**config.mk**
```make
export PLATFORM = sky130hd
export DESIGN_NAME = sprite_rle_decoder
export DESIGN_NICKNAME = d
export VERILOG_FILES = /design/src/srd_pkg.sv /design/src/sprite_rle_decoder.sv
export VERILOG_INCLUDE_DIRS = /design/src /design/src/src
export SDC_FILE = /design/constraint.sdc
export NUM_CORES = 1
export LEC_CHECK = 0
export BUFFER_PORTS_ARGS = -buffer_cell sky130_fd_sc_hd__buf_4
export CAP_MARGIN = 20
export CORE_ASPECT_RATIO = 0.8
export CORE_MARGIN = 3
export CORE_UTILIZATION = 60
export CTS_CLUSTER_DIAMETER = 50
export DETAILED_ROUTE_END_ITERATION = 7
export PLACE_DENSITY_LB_ADDON = 0.15
export SKIP_LAST_GASP = 1
export SYNTH_ARGS = -nofsm -noshare
export SYNTH_HDL_FRONTEND = slang
export SYNTH_SLANG_ARGS = --single-unit
```
**constraint.sdc**
```tcl
create_clock -name clk -period 14.18 [get_ports clk]
set_clock_uncertainty 0.1 [all_clocks]
set_input_delay 2.127 -clock clk [delete_from_list [all_inputs] [get_ports clk]]
set_output_delay 2.127 -clock clk [all_outputs]
set_load 0.1 [all_outputs]
```
**src/sprite_rle_decoder_defines.svh**
```systemverilog
// Assertion macros shared by the sprite decoder RTL.
`ifndef SPRITE_RLE_DECODER_DEFINES_SVH
`define SPRITE_RLE_DECODER_DEFINES_SVH

// Same-cycle implication, checked out of reset.
`define SRD_ASSERT_NOW(label, clk, rst_n, ante, cons) \
  label: assert property (@(posedge clk) disable iff (!rst_n) (ante) |-> (cons)) \
    else $error("sprite decoder check failed");

// Next-cycle implication, checked out of reset.
`define SRD_ASSERT_NEXT(label, clk, rst_n, ante, cons) \
  label: assert property (@(posedge clk) disable iff (!rst_n) (ante) |=> (cons)) \
    else $error("sprite decoder check failed");

`endif

```
**src/srd_pkg.sv**
```systemverilog
// Types and constants of the sprite run-length decoder.
package srd_pkg;

  // Configuration port
  localparam int CFG_IDX_W  = 1;
  localparam int CFG_DATA_W = 7;
  localparam logic [CFG_IDX_W-1:0] CFG_USE_ALPHA   = 1'd0;
  localparam logic [CFG_IDX_W-1:0] CFG_SPRITE_SIDE = 1'd1;
  localparam logic [CFG_DATA_W-1:0] SIDE_RESET     = 7'd32;

  // Result field widths
  localparam int IDX_W = 13;

  // Result kinds
  localparam logic [1:0] KIND_PIXEL = 2'd0;
  localparam logic [1:0] KIND_SKIP  = 2'd1;
  localparam logic [1:0] KIND_END   = 2'd2;

  // End status codes
  localparam logic [2:0] ST_COMPLETE   = 3'd0;
  localparam logic [2:0] ST_CAP_FULL   = 3'd1;
  localparam logic [2:0] ST_SHORT_HDR  = 3'd2;
  localparam logic [2:0] ST_SKIP_OVF   = 3'd3;
  localparam logic [2:0] ST_COLOR_OVF  = 3'd4;
  localparam logic [2:0] ST_DATA_SHORT = 3'd5;

  // Result queue
  localparam int OQ_DEPTH = 4;
  localparam int OQ_PTR_W = $clog2(OQ_DEPTH);
  localparam int OQ_CNT_W = $clog2(OQ_DEPTH + 1);

  // Decoder phase
  typedef enum logic [3:0] {
    PH_DONE,
    PH_KEY,
    PH_SIZE_LO,
    PH_SIZE_HI,
    PH_T_LO,
    PH_T_HI,
    PH_C_LO,
    PH_C_HI,
    PH_PIX
  } phase_t;

  typedef struct packed {
    logic       record_start;
    logic [7:0] data_byte;
  } in_item_t;

  typedef struct packed {
    logic [1:0]       kind;
    logic [IDX_W-1:0] pixel_index;
    logic [15:0]      skip_count;
    logic [7:0]       red;
    logic [7:0]       green;
    logic [7:0]       blue;
    logic [7:0]       alpha;
    logic [2:0]       status;
    logic             last;
  } out_item_t;

endpackage

```
**src/sprite_rle_decoder.sv**
```systemverilog
// Sprite run-length decoder: byte-serial record parser with a small result queue.
//
// Input channel (in_valid/in_ready/in_data) takes one record byte per item;
// record_start marks the first key byte of a record. Each byte is decoded in
// the cycle it is accepted and its results (zero, one or two) are written to
// a 4-entry result queue; the first result is offered on out_valid once it
// reaches the queue head. Result channel (out_valid/out_ready/out_data)
// gives skip, pixel and end items in record order.
// Throughput: one byte per cycle while in_ready is high. in_ready is high while
// the queue has room for two results, so a stalled receiver back-pressures
// the input within a couple of items and nothing is dropped. A byte that
// yields two results needs two reads on the output; the queue absorbs that.
// Configuration (cfg_we/cfg_index/cfg_wdata) writes use_alpha (index 0) and
// sprite_side (index 1); capacity is side squared, side clamped to 1..MAX_SIDE.
// Reset (rst_n low, synchronous) empties the queue, returns to the idle phase
// (bytes ignored until record_start) and restores use_alpha=0, side=32.
module sprite_rle_decoder #(
  parameter int MAX_SIDE = 64
) (
  input  logic                              clk,
  input  logic                              rst_n,
  input  logic                              in_valid,
  output logic                              in_ready,
  input  srd_pkg::in_item_t                 in_data,
  output logic                              out_valid,
  input  logic                              out_ready,
  output srd_pkg::out_item_t                out_data,
  input  logic                              cfg_we,
  input  logic [srd_pkg::CFG_IDX_W-1:0]     cfg_index,
  input  logic [srd_pkg::CFG_DATA_W-1:0]    cfg_wdata
);

`include "sprite_rle_decoder_defines.svh"

  localparam int SIDE_W = $clog2(MAX_SIDE + 1);
  localparam int CS_W   = (SIDE_W > srd_pkg::CFG_DATA_W) ? SIDE_W : srd_pkg::CFG_DATA_W;
  localparam int PIX_W  = $clog2(MAX_SIDE * MAX_SIDE + 1);
  localparam int CMP_W  = (PIX_W > 16) ? PIX_W : 16;

  // Registers
  logic                            use_alpha_r;
  logic [srd_pkg::CFG_DATA_W-1:0]  sprite_side_r;
  srd_pkg::phase_t                 phase_r, phase_nxt;
  logic [1:0]                      header_count_r, header_count_nxt;
  logic [15:0]                     payload_size_r, payload_size_nxt;
  logic [15:0]                     bytes_read_r, bytes_read_nxt;
  logic [PIX_W-1:0]                pixels_out_r, pixels_out_nxt;
  logic [7:0]                      low_byte_hold_r, low_byte_hold_nxt;
  logic [15:0]                     colored_left_r, colored_left_nxt;
  logic [23:0]                     pixel_bytes_r, pixel_bytes_nxt;
  logic [1:0]                      pixel_byte_pos_r, pixel_byte_pos_nxt;

  srd_pkg::out_item_t              q_r [srd_pkg::OQ_DEPTH];
  logic [srd_pkg::OQ_PTR_W-1:0]    wr_ptr_r, rd_ptr_r;
  logic [srd_pkg::OQ_CNT_W-1:0]    count_r;

  // Decode signals
  logic                  in_fire, out_fire, rs;
  logic [7:0]            b;
  srd_pkg::phase_t       eff_phase;
  logic [1:0]            hc_inc;
  logic [15:0]           size_val, br_hdr, rem_hdr, br_pix, nr_br, nr_pay, nr_left;
  logic [16:0]           br_sum;
  logic [17:0]           c_bytes;
  logic [2:0]            bpp;
  logic [CS_W-1:0]       side_eff;
  logic [2*CS_W-1:0]     cap_full;
  logic [PIX_W-1:0]      cap, room_a, room_b, p_after, p_plus1, p_b;
  logic                  skip_ovf, col_ovf, data_short, nr_end, pix_emit, last_pix;
  logic [2:0]            nr_status;
  logic [23:0]           pb_upd;

  srd_pkg::out_item_t    res0, res1;
  logic [1:0]            res_n;

  function automatic logic [PIX_W-1:0] room_of(input logic [PIX_W-1:0] p,
                                               input logic [PIX_W-1:0] c);
    return (p >= c) ? '0 : c - p;
  endfunction

  function automatic srd_pkg::out_item_t blank_item();
    srd_pkg::out_item_t it;
    it = '0;
    return it;
  endfunction

  function automatic srd_pkg::out_item_t end_item(input logic [2:0] st,
                                                  input logic [PIX_W-1:0] p);
    srd_pkg::out_item_t it;
    it             = '0;
    it.kind        = srd_pkg::KIND_END;
    it.pixel_index = srd_pkg::IDX_W'(p);
    it.status      = st;
    it.last        = 1'b1;
    return it;
  endfunction

  assign in_fire  = in_valid & in_ready;
  assign out_fire = out_valid & out_ready;
  assign rs       = in_data.record_start;
  assign b        = in_data.data_byte;

  // Configuration registers
  always_ff @(posedge clk) begin
    if (!rst_n) begin
      use_alpha_r   <= 1'b0;
      sprite_side_r <= srd_pkg::SIDE_RESET;
    end else if (cfg_we) begin
      unique case (cfg_index)
        srd_pkg::CFG_USE_ALPHA:   use_alpha_r   <= cfg_wdata[0];
        srd_pkg::CFG_SPRITE_SIDE: sprite_side_r <= cfg_wdata;
        default: ;
      endcase
    end
  end

  // Capacity: clamped side squared
  always_comb begin
    side_eff = CS_W'(sprite_side_r);
    if (side_eff == '0) side_eff = CS_W'(1);
    if (side_eff > CS_W'(MAX_SIDE)) side_eff = CS_W'(MAX_SIDE);
    cap_full = side_eff * side_eff;
    cap      = PIX_W'(cap_full);
  end

  // Byte decode: run checks and end-of-record decision
  always_comb begin
    eff_phase = rs ? srd_pkg::PH_KEY : phase_r;
    hc_inc    = (rs ? 2'd0 : header_count_r) + 2'd1;
    size_val  = {b, low_byte_hold_r};
    bpp       = use_alpha_r ? 3'd4 : 3'd3;

    // run header checks
    br_hdr     = bytes_read_r + 16'd4;
    room_a     = room_of(pixels_out_r, cap);
    skip_ovf   = CMP_W'(colored_left_r) > CMP_W'(room_a);
    p_after    = pixels_out_r + PIX_W'(colored_left_r);
    rem_hdr    = payload_size_r - br_hdr;
    c_bytes    = use_alpha_r ? {size_val, 2'b00}
                             : ({2'b00, size_val} + {1'b0, size_val, 1'b0});
    data_short = c_bytes > {2'b00, rem_hdr};

    // pixel byte handling
    pix_emit = ({1'b0, pixel_byte_pos_r} + 3'd1) >= bpp;
    last_pix = colored_left_r == 16'd1;
    p_plus1  = pixels_out_r + PIX_W'(1);
    br_sum   = {1'b0, bytes_read_r} + 17'(bpp);
    br_pix   = br_sum[16] ? 16'hFFFF : br_sum[15:0];
    pb_upd   = pixel_bytes_r;
    case (pixel_byte_pos_r)
      2'd0:    pb_upd[7:0]   = b;
      2'd1:    pb_upd[15:8]  = b;
      2'd2:    pb_upd[23:16] = b;
      default: ;
    endcase

    // shared room and next-run unit
    unique case (eff_phase)
      srd_pkg::PH_SIZE_HI: begin
        p_b    = '0;
        nr_br  = 16'd0;
        nr_pay = size_val;
      end
      srd_pkg::PH_C_HI: begin
        p_b    = p_after;
        nr_br  = br_hdr;
        nr_pay = payload_size_r;
      end
      default: begin
        p_b    = p_plus1;
        nr_br  = br_pix;
        nr_pay = payload_size_r;
      end
    endcase
    room_b  = room_of(p_b, cap);
    col_ovf = CMP_W'(size_val) > CMP_W'(room_b);
    nr_left = nr_pay - nr_br;
    if (nr_br >= nr_pay) begin
      nr_end    = 1'b1;
      nr_status = srd_pkg::ST_COMPLETE;
    end else if (room_b == '0) begin
      nr_end    = 1'b1;
      nr_status = srd_pkg::ST_CAP_FULL;
    end else if (nr_left < 16'd4) begin
      nr_end    = 1'b1;
      nr_status = srd_pkg::ST_SHORT_HDR;
    end else begin
      nr_end    = 1'b0;
      nr_status = srd_pkg::ST_COMPLETE;
    end
  end

  // Next phase
  always_comb begin
    phase_nxt = phase_r;
    if (in_fire) begin
      unique case (eff_phase)
        srd_pkg::PH_DONE:    phase_nxt = srd_pkg::PH_DONE;
        srd_pkg::PH_KEY:     phase_nxt = (hc_inc == 2'd3) ? srd_pkg::PH_SIZE_LO
                                                          : srd_pkg::PH_KEY;
        srd_pkg::PH_SIZE_LO: phase_nxt = srd_pkg::PH_SIZE_HI;
        srd_pkg::PH_SIZE_HI: phase_nxt = nr_end ? srd_pkg::PH_DONE : srd_pkg::PH_T_LO;
        srd_pkg::PH_T_LO:    phase_nxt = srd_pkg::PH_T_HI;
        srd_pkg::PH_T_HI:    phase_nxt = srd_pkg::PH_C_LO;
        srd_pkg::PH_C_LO:    phase_nxt = srd_pkg::PH_C_HI;
        srd_pkg::PH_C_HI: begin
          if (skip_ovf || col_ovf || data_short) phase_nxt = srd_pkg::PH_DONE;
          else if (size_val == 16'd0)
            phase_nxt = nr_end ? srd_pkg::PH_DONE : srd_pkg::PH_T_LO;
          else phase_nxt = srd_pkg::PH_PIX;
        end
        srd_pkg::PH_PIX: begin
          if (pix_emit && last_pix)
            phase_nxt = nr_end ? srd_pkg::PH_DONE : srd_pkg::PH_T_LO;
        end
        default: phase_nxt = srd_pkg::PH_DONE;
      endcase
    end
  end

  // Counters and results
  always_comb begin
    header_count_nxt   = header_count_r;
    payload_size_nxt   = payload_size_r;
    bytes_read_nxt     = bytes_read_r;
    pixels_out_nxt     = pixels_out_r;
    low_byte_hold_nxt  = low_byte_hold_r;
    colored_left_nxt   = colored_left_r;
    pixel_bytes_nxt    = pixel_bytes_r;
    pixel_byte_pos_nxt = pixel_byte_pos_r;
    res0  = blank_item();
    res1  = blank_item();
    res_n = 2'd0;
    if (in_fire) begin
      // new record: close an open one, then clear the counters
      if (rs) begin
        if (phase_r != srd_pkg::PH_DONE) begin
          res0  = end_item(srd_pkg::ST_DATA_SHORT, pixels_out_r);
          res_n = 2'd1;
        end
        payload_size_nxt   = '0;
        bytes_read_nxt     = '0;
        pixels_out_nxt     = '0;
        low_byte_hold_nxt  = '0;
        colored_left_nxt   = '0;
        pixel_bytes_nxt    = '0;
        pixel_byte_pos_nxt = '0;
      end
      case (eff_phase) inside
        srd_pkg::PH_KEY: header_count_nxt = hc_inc;
        srd_pkg::PH_SIZE_LO, srd_pkg::PH_T_LO, srd_pkg::PH_C_LO: low_byte_hold_nxt = b;
        srd_pkg::PH_SIZE_HI: begin
          payload_size_nxt = size_val;
          bytes_read_nxt   = '0;
          pixels_out_nxt   = '0;
          if (nr_end) begin
            res0  = end_item(nr_status, '0);
            res_n = 2'd1;
          end
        end
        // transparent count parks in colored_left until the colored count arrives
        srd_pkg::PH_T_HI: colored_left_nxt = size_val;
        srd_pkg::PH_C_HI: begin
          bytes_read_nxt = br_hdr;
          if (skip_ovf) begin
            res0  = end_item(srd_pkg::ST_SKIP_OVF, pixels_out_r);
            res_n = 2'd1;
          end else begin
            pixels_out_nxt    = p_after;
            res0.kind         = srd_pkg::KIND_SKIP;
            res0.pixel_index  = srd_pkg::IDX_W'(pixels_out_r);
            res0.skip_count   = colored_left_r;
            res_n             = 2'd1;
            if (col_ovf) begin
              res1  = end_item(srd_pkg::ST_COLOR_OVF, p_after);
              res_n = 2'd2;
            end else if (data_short) begin
              res1  = end_item(srd_pkg::ST_DATA_SHORT, p_after);
              res_n = 2'd2;
            end else if (size_val == 16'd0) begin
              if (nr_end) begin
                res1  = end_item(nr_status, p_after);
                res_n = 2'd2;
              end
            end else begin
              colored_left_nxt   = size_val;
              pixel_bytes_nxt    = '0;
              pixel_byte_pos_nxt = '0;
            end
          end
        end
        srd_pkg::PH_PIX: begin
          if (pix_emit) begin
            res0.kind          = srd_pkg::KIND_PIXEL;
            res0.pixel_index   = srd_pkg::IDX_W'(pixels_out_r);
            res0.red           = pb_upd[7:0];
            res0.green         = pb_upd[15:8];
            res0.blue          = pb_upd[23:16];
            res0.alpha         = use_alpha_r ? b : 8'hFF;
            res_n              = 2'd1;
            pixel_bytes_nxt    = '0;
            pixel_byte_pos_nxt = '0;
            bytes_read_nxt     = br_pix;
            pixels_out_nxt     = p_plus1;
            colored_left_nxt   = colored_left_r - 16'd1;
            if (last_pix && nr_end) begin
              res1  = end_item(nr_status, p_plus1);
              res_n = 2'd2;
            end
          end else begin
            pixel_bytes_nxt    = pb_upd;
            pixel_byte_pos_nxt = pixel_byte_pos_r + 2'd1;
          end
        end
        default: ;
      endcase
    end
  end

  // Decoder state
  always_ff @(posedge clk) begin
    if (!rst_n) begin
      phase_r          <= srd_pkg::PH_DONE;
      header_count_r   <= '0;
      payload_size_r   <= '0;
      bytes_read_r     <= '0;
      pixels_out_r     <= '0;
      low_byte_hold_r  <= '0;
      colored_left_r   <= '0;
      pixel_bytes_r    <= '0;
      pixel_byte_pos_r <= '0;
    end else begin
      phase_r          <= phase_nxt;
      header_count_r   <= header_count_nxt;
      payload_size_r   <= payload_size_nxt;
      bytes_read_r     <= bytes_read_nxt;
      pixels_out_r     <= pixels_out_nxt;
      low_byte_hold_r  <= low_byte_hold_nxt;
      colored_left_r   <= colored_left_nxt;
      pixel_bytes_r    <= pixel_bytes_nxt;
      pixel_byte_pos_r <= pixel_byte_pos_nxt;
    end
  end

  // Result queue: up to two writes, one read per cycle
  assign in_ready  = count_r <= srd_pkg::OQ_CNT_W'(srd_pkg::OQ_DEPTH - 2);
  assign out_valid = count_r != '0;
  assign out_data  = q_r[rd_ptr_r];

  always_ff @(posedge clk) begin
    if (res_n != 2'd0) q_r[wr_ptr_r] <= res0;
    if (res_n == 2'd2) q_r[wr_ptr_r + srd_pkg::OQ_PTR_W'(1)] <= res1;
  end

  always_ff @(posedge clk) begin
    if (!rst_n) begin
      wr_ptr_r <= '0;
      rd_ptr_r <= '0;
      count_r  <= '0;
    end else begin
      wr_ptr_r <= wr_ptr_r + srd_pkg::OQ_PTR_W'(res_n);
      if (out_fire) rd_ptr_r <= rd_ptr_r + srd_pkg::OQ_PTR_W'(1);
      count_r  <= count_r + srd_pkg::OQ_CNT_W'(res_n) - srd_pkg::OQ_CNT_W'(out_fire);
    end
  end

  // Checks
  `SRD_ASSERT_NOW(a_queue_bound, clk, rst_n, 1'b1,
                  count_r <= srd_pkg::OQ_CNT_W'(srd_pkg::OQ_DEPTH))
  `SRD_ASSERT_NEXT(a_start_key, clk, rst_n, in_fire && rs, phase_r == srd_pkg::PH_KEY)
  `SRD_ASSERT_NEXT(a_pix_exit, clk, rst_n,
                   in_fire && !rs && phase_r == srd_pkg::PH_PIX,
                   phase_r == srd_pkg::PH_PIX || phase_r == srd_pkg::PH_T_LO ||
                   phase_r == srd_pkg::PH_DONE)

endmodule
```
==> run summary, run 1 <==
=================================================================================================================
Commonest register cell after synthesis                                                                   dfxtp_1
Net Sw Power                                                                                              1.24 mW
Sequential fraction of the synthesis area                                                                   34.0%
Arrival time at the worst endpoint                                                                      11,190 ps
Final period util                                                                                           78.4%
DRC violations left                                                                                             0
Buffers plus inverters on the worst setup path                                                                  4
Slew margin rel.                                                                                            20.8%
WL final                                                                                                81,700 µm
Cell with the most instances after synthesis                                                              nand2_1
Hold Violations, Final                                                                                          0
Largest net degree at the start of global routing                                                              69
Final GP Congestion                                                                                         0.982
Synthesized-area fraction occupied by ao, oa, aoi and oai cells                                             20.3%
Iteration-0 DRC count of the detailed router                                                                2,851
PostCTS Resize Cnt                                                                                              0
Avg Synthesized Cell Area                                                                                9.03 µm²
Worst hold path startpoint                                                                             q_r[2][31]
Worst-Skew Late Latency                                                                                    570 ps
Antenna-violating nets left                                                                                     0
Required time at the endpoint of the critical path                                                      14,240 ps
Cell leakage power                                                                                        11.1 nW
Worst setup SP type                                                                                      register
Post-cts hold buffer count                                                                                      0
Launch instance of the worst register-to-register path                                               sprite_side_r[4]
Main combinational cell family by area after synthesis                                               compound AO/OA/AOI/OAI gates
Setup repair after global routing missed its margin                                                            no
Portion of netlist area occupied by mux cells                                                               11.4%
Number of enable flip-flop cells after synthesis                                                               72
Comb pwr share                                                                                              30.2%
Synthesized netlist cell count                                                                              2,754
Master of the slowest instance on the critical path                                                       a21oi_1
Cell accounting for the most synthesized area                                                             dfxtp_1
Placed wire-length estimate after detailed placement                                                    57,000 µm
Placeable core area                                                                                    40,800 µm²
I/O pin count                                                                                                  91
Portion of total power attributed to sequential cells                                                       35.1%
Total global-route track usage                                                                              36.4%
Count of TritonRoute iterations in the first routing pass                                                       7
Die Width                                                                                                  234 µm
Endpoint of the lowest-slack register-to-register path                                                  q_r[3][0]
Status                                                                                               finished, final reports clean
Share of power burned in the clock network                                                                  34.8%
Setup-failing EPs final                                                                                         0
Worst reg2reg path depth                                                                                       36
Clock Tree Buf Depth                                                                                            3
Via count of the routed design                                                                             22,571
Max-cap violations                                                                                              0
Fraction of final layout cells sized beyond drive strength 1                                                12.3%
Top cells by area in the synthesized netlist                                                         dfxtp_1, ha_1, edfxtp_1, mux4_2, nand2_1
Arithmetic-cell share of the synthesized area counting full adders, half adders and majority gates          10.5%
Clock buffers created by TritonCTS                                                                             45
Global-route wire length before repair                                                                 125,000 µm
CP max FO                                                                                                      52
Wire length per cell                                                                                      24.4 µm
Min-Delay Endpoint                                                                                     q_r[2][31]
IO Port Bufs                                                                                                   90
CTS tree                                                                                                      yes
Delay-heaviest family, CP                                                                            compound AO/OA/AOI/OAI gates
Largest stage delay, worst path                                                                            650 ps
Share of the synthesized area in the top cell type                                                          25.3%
Category of the critical setup timing path                                                           register to register
Number of buffers added for setup after CTS                                                                     0
Number of different library cells in the post-synthesis netlist                                                89
Area of the die                                                                                        43,900 µm²
Clock Pin Slew Worst Setup and Hold Paths                                                                   60 ps
Synth Area in XOR/XNOR                                                                                      3.87%
Crit. End Element                                                                                        register
Standard-cell row count                                                                                        66
Starting Density                                                                                            61.0%
Flip-flop and latch count after synthesis                                                                     386
Per-cell via count in the routed design                                                                      6.75
Power Density                                                                                          123 nW/µm²
Async set-or-reset flop fraction in the synthesized netlist                                                    0%
R2R Setup Slk                                                                                             3060 ps
Layout-stage area growth over the synthesis result                                                          10.2%
Net switching fraction of the power                                                                         36.7%
Minimum clock period after layout                                                                       11,120 ps
Count of H-tree levels built during CTS                                                                         2
Height of the die                                                                                          188 µm
Slew at the pin closest to its max-slew limit                                                             1180 ps
Smallest hold slack                                                                                        359 ps
Total standard cell area after synthesis                                                               24,900 µm²
Fmax                                                                                                     89.9 MHz
Total of warnings raised by yosys                                                                               0
Top cell types by occurrence after synthesis                                                         nand2_1, dfxtp_1, nor2_1, ha_1, o21ai_0
Clock Sink Count                                                                                              386
Total count of max-transition violations in the final report                                                    0
Number of antenna violations at the first check in global routing                                               5
Simple-gate share of the synthesized area                                                                   15.4%
Overflow left after global routing                                                                              0
Worst-case vdd ir drop                                                                                    84.6 µV
Post-Route Utilization                                                                                      67.2%
CTS root buf                                                                                            clkbuf_16
Design internal power                                                                                     2.14 mW
Number of global-route vias before repair                                                                  21,496
WHS Path Cells                                                                                                  2
Number of nets in the finished design                                                                       2,982
Aggregate negative setup slack                                                                               0 ps
Hold Path Class                                                                                      register to register
=================================================================================================================
==> how the worst max path moves through the flow <==
stage / startpoint / end / depth (start not counted)
after global routing: sprite_side_r[4] / q_r[1][54] / 38
final: sprite_side_r[4] / q_r[3][0] / 36
after CTS: sprite_side_r[4] / q_r[3][54] / 37
after floorplan: in_data[8] / count_r[2] / 33
after detailed placement: sprite_side_r[4] / q_r[3][57] / 37
after global placement: sprite_side_r[6] / q_r[1][3] / 36
==> cell families after synthesis <==
group           count (synthesis)
compound gates                749
xor+xnor                      110
fa+ha+maj                     197
buf+inv                       283
flops                         386
mux                           196
other cells                     1
simple gates                  832
==> area by class of cell <==
cell class	instances	area [µm²]
Timing Repair Buffer	132	998
Multi-Input combinational cell	2090	15400
Inverter	108	405
Sequential cell	386	8460
Fill cell	3319	13400
Antenna cell	2	5.00
Clock buffer	58	1250
Tap cell	544	681
Clock inverter	26	249
==> worst min-delay path: stages, from the launching register on <==
cell and delay [ps]:
dfxtp_1 310, nand2_1 50, mux2i_1 50
==> power by group through the flow <==
stage	sequential [mW]	combinational [mW]	clock, mW
finish	1.18	1.02	1.17
global route	1.19	1.09	1.23
CTS	1.18	0.996	1.18
detailed placement	1.21	0.991	0
global placement	1.21	0.970	0
floorplan	1.17	0.766	0
==> registers in the layout (all words and copies together) (netlist names), named ones only <==
| name | cells |
|---|---|
| q_r | 268 |
| pixel_bytes_r | 24 |
| bytes_read_r | 16 |
| colored_left_r | 16 |
| payload_size_r | 16 |
| pixels_out_r | 13 |
| low_byte_hold_r | 8 |
| sprite_side_r | 7 |
| phase_r | 4 |
| count_r | 3 |
| header_count_r | 2 |
| pixel_byte_pos_r | 2 |
| rd_ptr_r | 2 |
| wr_ptr_r | 2 |
| use_alpha_r | 1 |
==> stage by stage <==
stage | power, mW | cell area, µm² | cells | setup slack (ps)
final | 3.38 | 27400 | 3346 | 3060
after floorplan | 1.94 | 24900 | 2759 | 5040
after CTS | 3.36 | 27400 | 3342 | 3200
after detailed placement | 2.20 | 25900 | 3258 | 3220
after global placement | 2.18 | 25900 | 3256 | 3510
after global routing | 3.50 | 27400 | 3344 | 2400
==> cell usage in the layout, fill, tap and decap left out, types with 24 or more instances in the layout <==
cell,Yosys,final
a21o_1,39,39
o22ai_1,56,56
and2_1,28,28
dfxtp_1,314,312
xnor2_1,73,73
nor3_1,41,39
nand4_1,24,24
nand2_1,326,324
ha_1,179,179
a22o_1,39,39
a21oi_1,151,151
mux2i_1,97,97
mux2_2,32,32
nor2b_1,27,27
nor2_1,209,209
a22oi_1,50,50
inv_1,106,106
nand3_1,51,50
xor2_1,37,37
clkbuf_16,0,47
o2bb2ai_1,81,81
mux4_2,67,67
edfxtp_1,72,72
o21ai_0,165,165
and3_1,32,32
buf_4,7,130
==> layer usage <==
metal  up-vias  global-route usage, %  wire (µm)  part of all wire [%]
li1      10157                      -          -                     -
met1     10877                   52.6      34500                    42
met2      1302                   53.5      34800                    43
met3       227                   8.61       9350                    11
met4         8                   12.3       2960                   3.6
met5         -                      0         54                 0.066
(Power assumes the default switching activity.)
==> run 2: changes to the inputs <==
Clock period 14.18 ns to 10.8 ns, I/O delays scaled along.
==> run summary, run 2 (same netlist as run 1, synthesis figures left out) <==
=====================================================================================
Status                                                                   finished, final reports clean
Hold Violations, Final                                                              0   unchanged
Total global-route track usage                                                  36.1%   -0.28 points
Number of buffers added for setup after CTS                                         0   unchanged
Global-route wire length before repair                                     125,000 µm   about the same
Aggregate negative setup slack                                                   0 ps   unchanged
Height of the die                                                              188 µm   unchanged
Layout-stage area growth over the synthesis result                              9.79%
Per-cell via count in the routed design                                          6.71   -0.51%
Standard-cell row count                                                            66   unchanged
Antenna-violating nets left                                                         0   unchanged
Clock buffers created by TritonCTS                                                 42   -6.7%
Antenna diode count                                                                 0   -2
Count of H-tree levels built during CTS                                             2   unchanged
Fmax                                                                         98.2 MHz   +9.2%
Hold Path Class                                                          register to register
Crit. End Element                                                            register
Slew at the pin closest to its max-slew limit                                 1230 ps   +53.4 ps
Net switching fraction of the power                                             36.3%   -0.37 points
Met1 layer usage reported by global route                                       50.3%   -2.3 points
Die Width                                                                      234 µm   unchanged
R2R Setup Slk                                                                  610 ps   -2440 ps
Clock Pin Slew Worst Setup and Hold Paths                                       60 ps   about the same
Final GP Congestion                                                             0.982   about the same
Critical path endpoint                                                     q_r[3][54]
DRC violations left                                                                 0   unchanged
Commonest cells after routing, fill and taps aside                       nand2_1, dfxtp_1, nor2_1
Max reg flops                                                                     268   unchanged
Largest stage delay, worst path                                                590 ps   -60 ps
Overflow left after global routing                                                  0   unchanged
FILL cells                                                                      3,319   unchanged
Endpoint of the lowest-slack register-to-register path                     q_r[3][54]
IO Port Bufs                                                                       90   unchanged
Fraction of final layout cells sized beyond drive strength 1                    12.1%   -0.20 points
Via count of the routed design                                                 22,422   -0.66%
Arrival time at the worst endpoint                                          10,260 ps   -930 ps
Worst setup SP type                                                          register
Worst-case vdd ir drop                                                         130 µV   +54%
Crit. Startpoint                                                         sprite_side_r[6]
Number of global-route vias before repair                                      21,781   +1.3%
Slew margin rel.                                                                17.2%   -3.6 points
Portion of total power attributed to sequential cells                           35.9%   +0.8 points
Placed wire-length estimate after detailed placement                        56,200 µm   -1.4%
Cell leakage power                                                            11.0 nW   -0.47%
Total count of max-transition violations in the final report                        0   unchanged
CTS root buf                                                                clkbuf_16
Total power                                                                   4.32 mW   +28%
GR Util met3                                                                    10.5%   +1.9 points
Registers with the highest flip-flop counts                              q_r: 268 flops, pixel_bytes_r: 24 flops
Share of power burned in the clock network                                      33.1%   -1.7 points
Iteration-0 DRC count of the detailed router                                    2,824   -0.95%
Wire length per cell                                                          24.1 µm   -1.2%
Comb pwr share                                                                  31.0%   +0.8 points
Power Density                                                              158 nW/µm²   +28%
Largest net degree at the start of global routing                                  68   -1.4%
Biggest register                                                                  q_r
Minimum clock period after layout                                           10,190 ps   -937 ps
CP max FO                                                                          21   -60%
Area of the die                                                            43,900 µm²   unchanged
Master of the slowest instance on the critical path                           a31oi_1
Count of TritonRoute iterations in the first routing pass                           6   -1
Post-Route Utilization                                                          66.9%   -0.26 points
Number of antenna violations at the first check in global routing                   0   -5
Worst reg2reg path depth                                                           36   unchanged
Setup-failing EPs final                                                             0   unchanged
Max-cap violations                                                                  0   unchanged
Net Sw Power                                                                  1.57 mW   +27%
Design internal power                                                         2.75 mW   +29%
Launch instance of the worst register-to-register path                   sprite_side_r[6]
Most crowded layer after global routing                                          met2
Number of nets in the finished design                                           2,983   +0.034%
Required time at the endpoint of the critical path                          10,870 ps   -3370 ps
CTS tree                                                                          yes
Starting Density                                                                61.0%   unchanged
Category of the critical setup timing path                               register to register
Most frequent standard cell in the layout excluding fill and tap cells        nand2_1
Met2 track utilization from global routing                                      53.6%   +0.11 points
Worst-Skew Late Latency                                                        560 ps   about the same
WL final                                                                    80,600 µm   -1.4%
Placeable core area                                                        40,800 µm²   unchanged
Setup repair after global routing missed its margin                                no
Clock Tree Buf Depth                                                                3   unchanged
I/O pin count                                                                      91   unchanged
Final period util                                                               94.3%   +16 points
Clock Sink Count                                                                  386   unchanged
=====================================================================================
run 2: cell count changes in the layout (fill, tap and decap cells not counted), sizes merged:
| cell | change |
|---|---|
| inv | -5 |
| buf | +4 |
| bufinv | +1 |
| clkinv | -3 |
| diode | -2 |
run 2: critical path: cells and delay by family (launching register included):
| kind | cells | cell delay [ps] |
|---|---|---|
| AOI/OAI and AO/OA | 14 | 3170 |
| adders and majority gates | 7 | 2770 |
| and+or+nand+nor | 9 | 2110 |
| buffers and inverters | 4 | 830 |
| DFF | 1 | 510 |
| xor gates and xnor gates | 2 | 280 |
run 2: per-layer routing:
metal / up-vias / share of wire, %
li1: 10142 / -
met1: 10704 / 41
met2: 1334 / 43
met3: 242 / 12
met4: 0 / 3.9
met5: - / 0
run 2: worst min-delay path by stage:
stage	from	end	cells past startpoint
finish	q_r[2][36]	q_r[2][36]	2
global route	q_r[3][43]	q_r[3][43]	1
CTS	q_r[2][37]	q_r[2][37]	2
detailed placement	q_r[3][39]	q_r[3][39]	1
global placement	q_r[1][65]	q_r[1][65]	1
floorplan	q_r[1][65]	q_r[1][65]	1
run 2: power by group through the flow:
stage	Sequential [mW]	Clock, mW	Combinational, mW
after CTS	1.55	1.44	1.31
after global placement	1.58	0	1.28
after detailed placement	1.58	0	1.31
after floorplan	1.54	0	1.01
after global routing	1.56	1.49	1.44
final	1.55	1.43	1.34
run 2: what timing repair did:
item | CTS | global route
resized for setup | 0 | 1
endpoints found under the setup margin | 0 | 54
hold buffers | 0 | 0
run 2: final cells by class:
| type | instances | area [µm²] | share of cell area, % |
|---|---|---|---|
| Clock inverter | 19 | 203 | 0.742 |
| Timing Repair Buffer | 136 | 1050 | 3.83 |
| Sequential cell | 386 | 8460 | 31.0 |
| Inverter | 108 | 405 | 1.48 |
| Tap cell | 544 | 681 | 2.49 |
| Clock buffer | 58 | 1150 | 4.20 |
| Multi-Input combinational cell | 2090 | 15400 | 56.3 |
run 2: metrics by stage:
stage,worst slack [ps],hold slack [ps],instance area [µm²],cells
after floorplan,1950,322,24900,2759
after global placement,998,334,25900,3263
after detailed placement,672,341,25900,3263
after CTS,613,359,27300,3340
after global routing,143,372,27300,3341
final,615,357,27300,3341
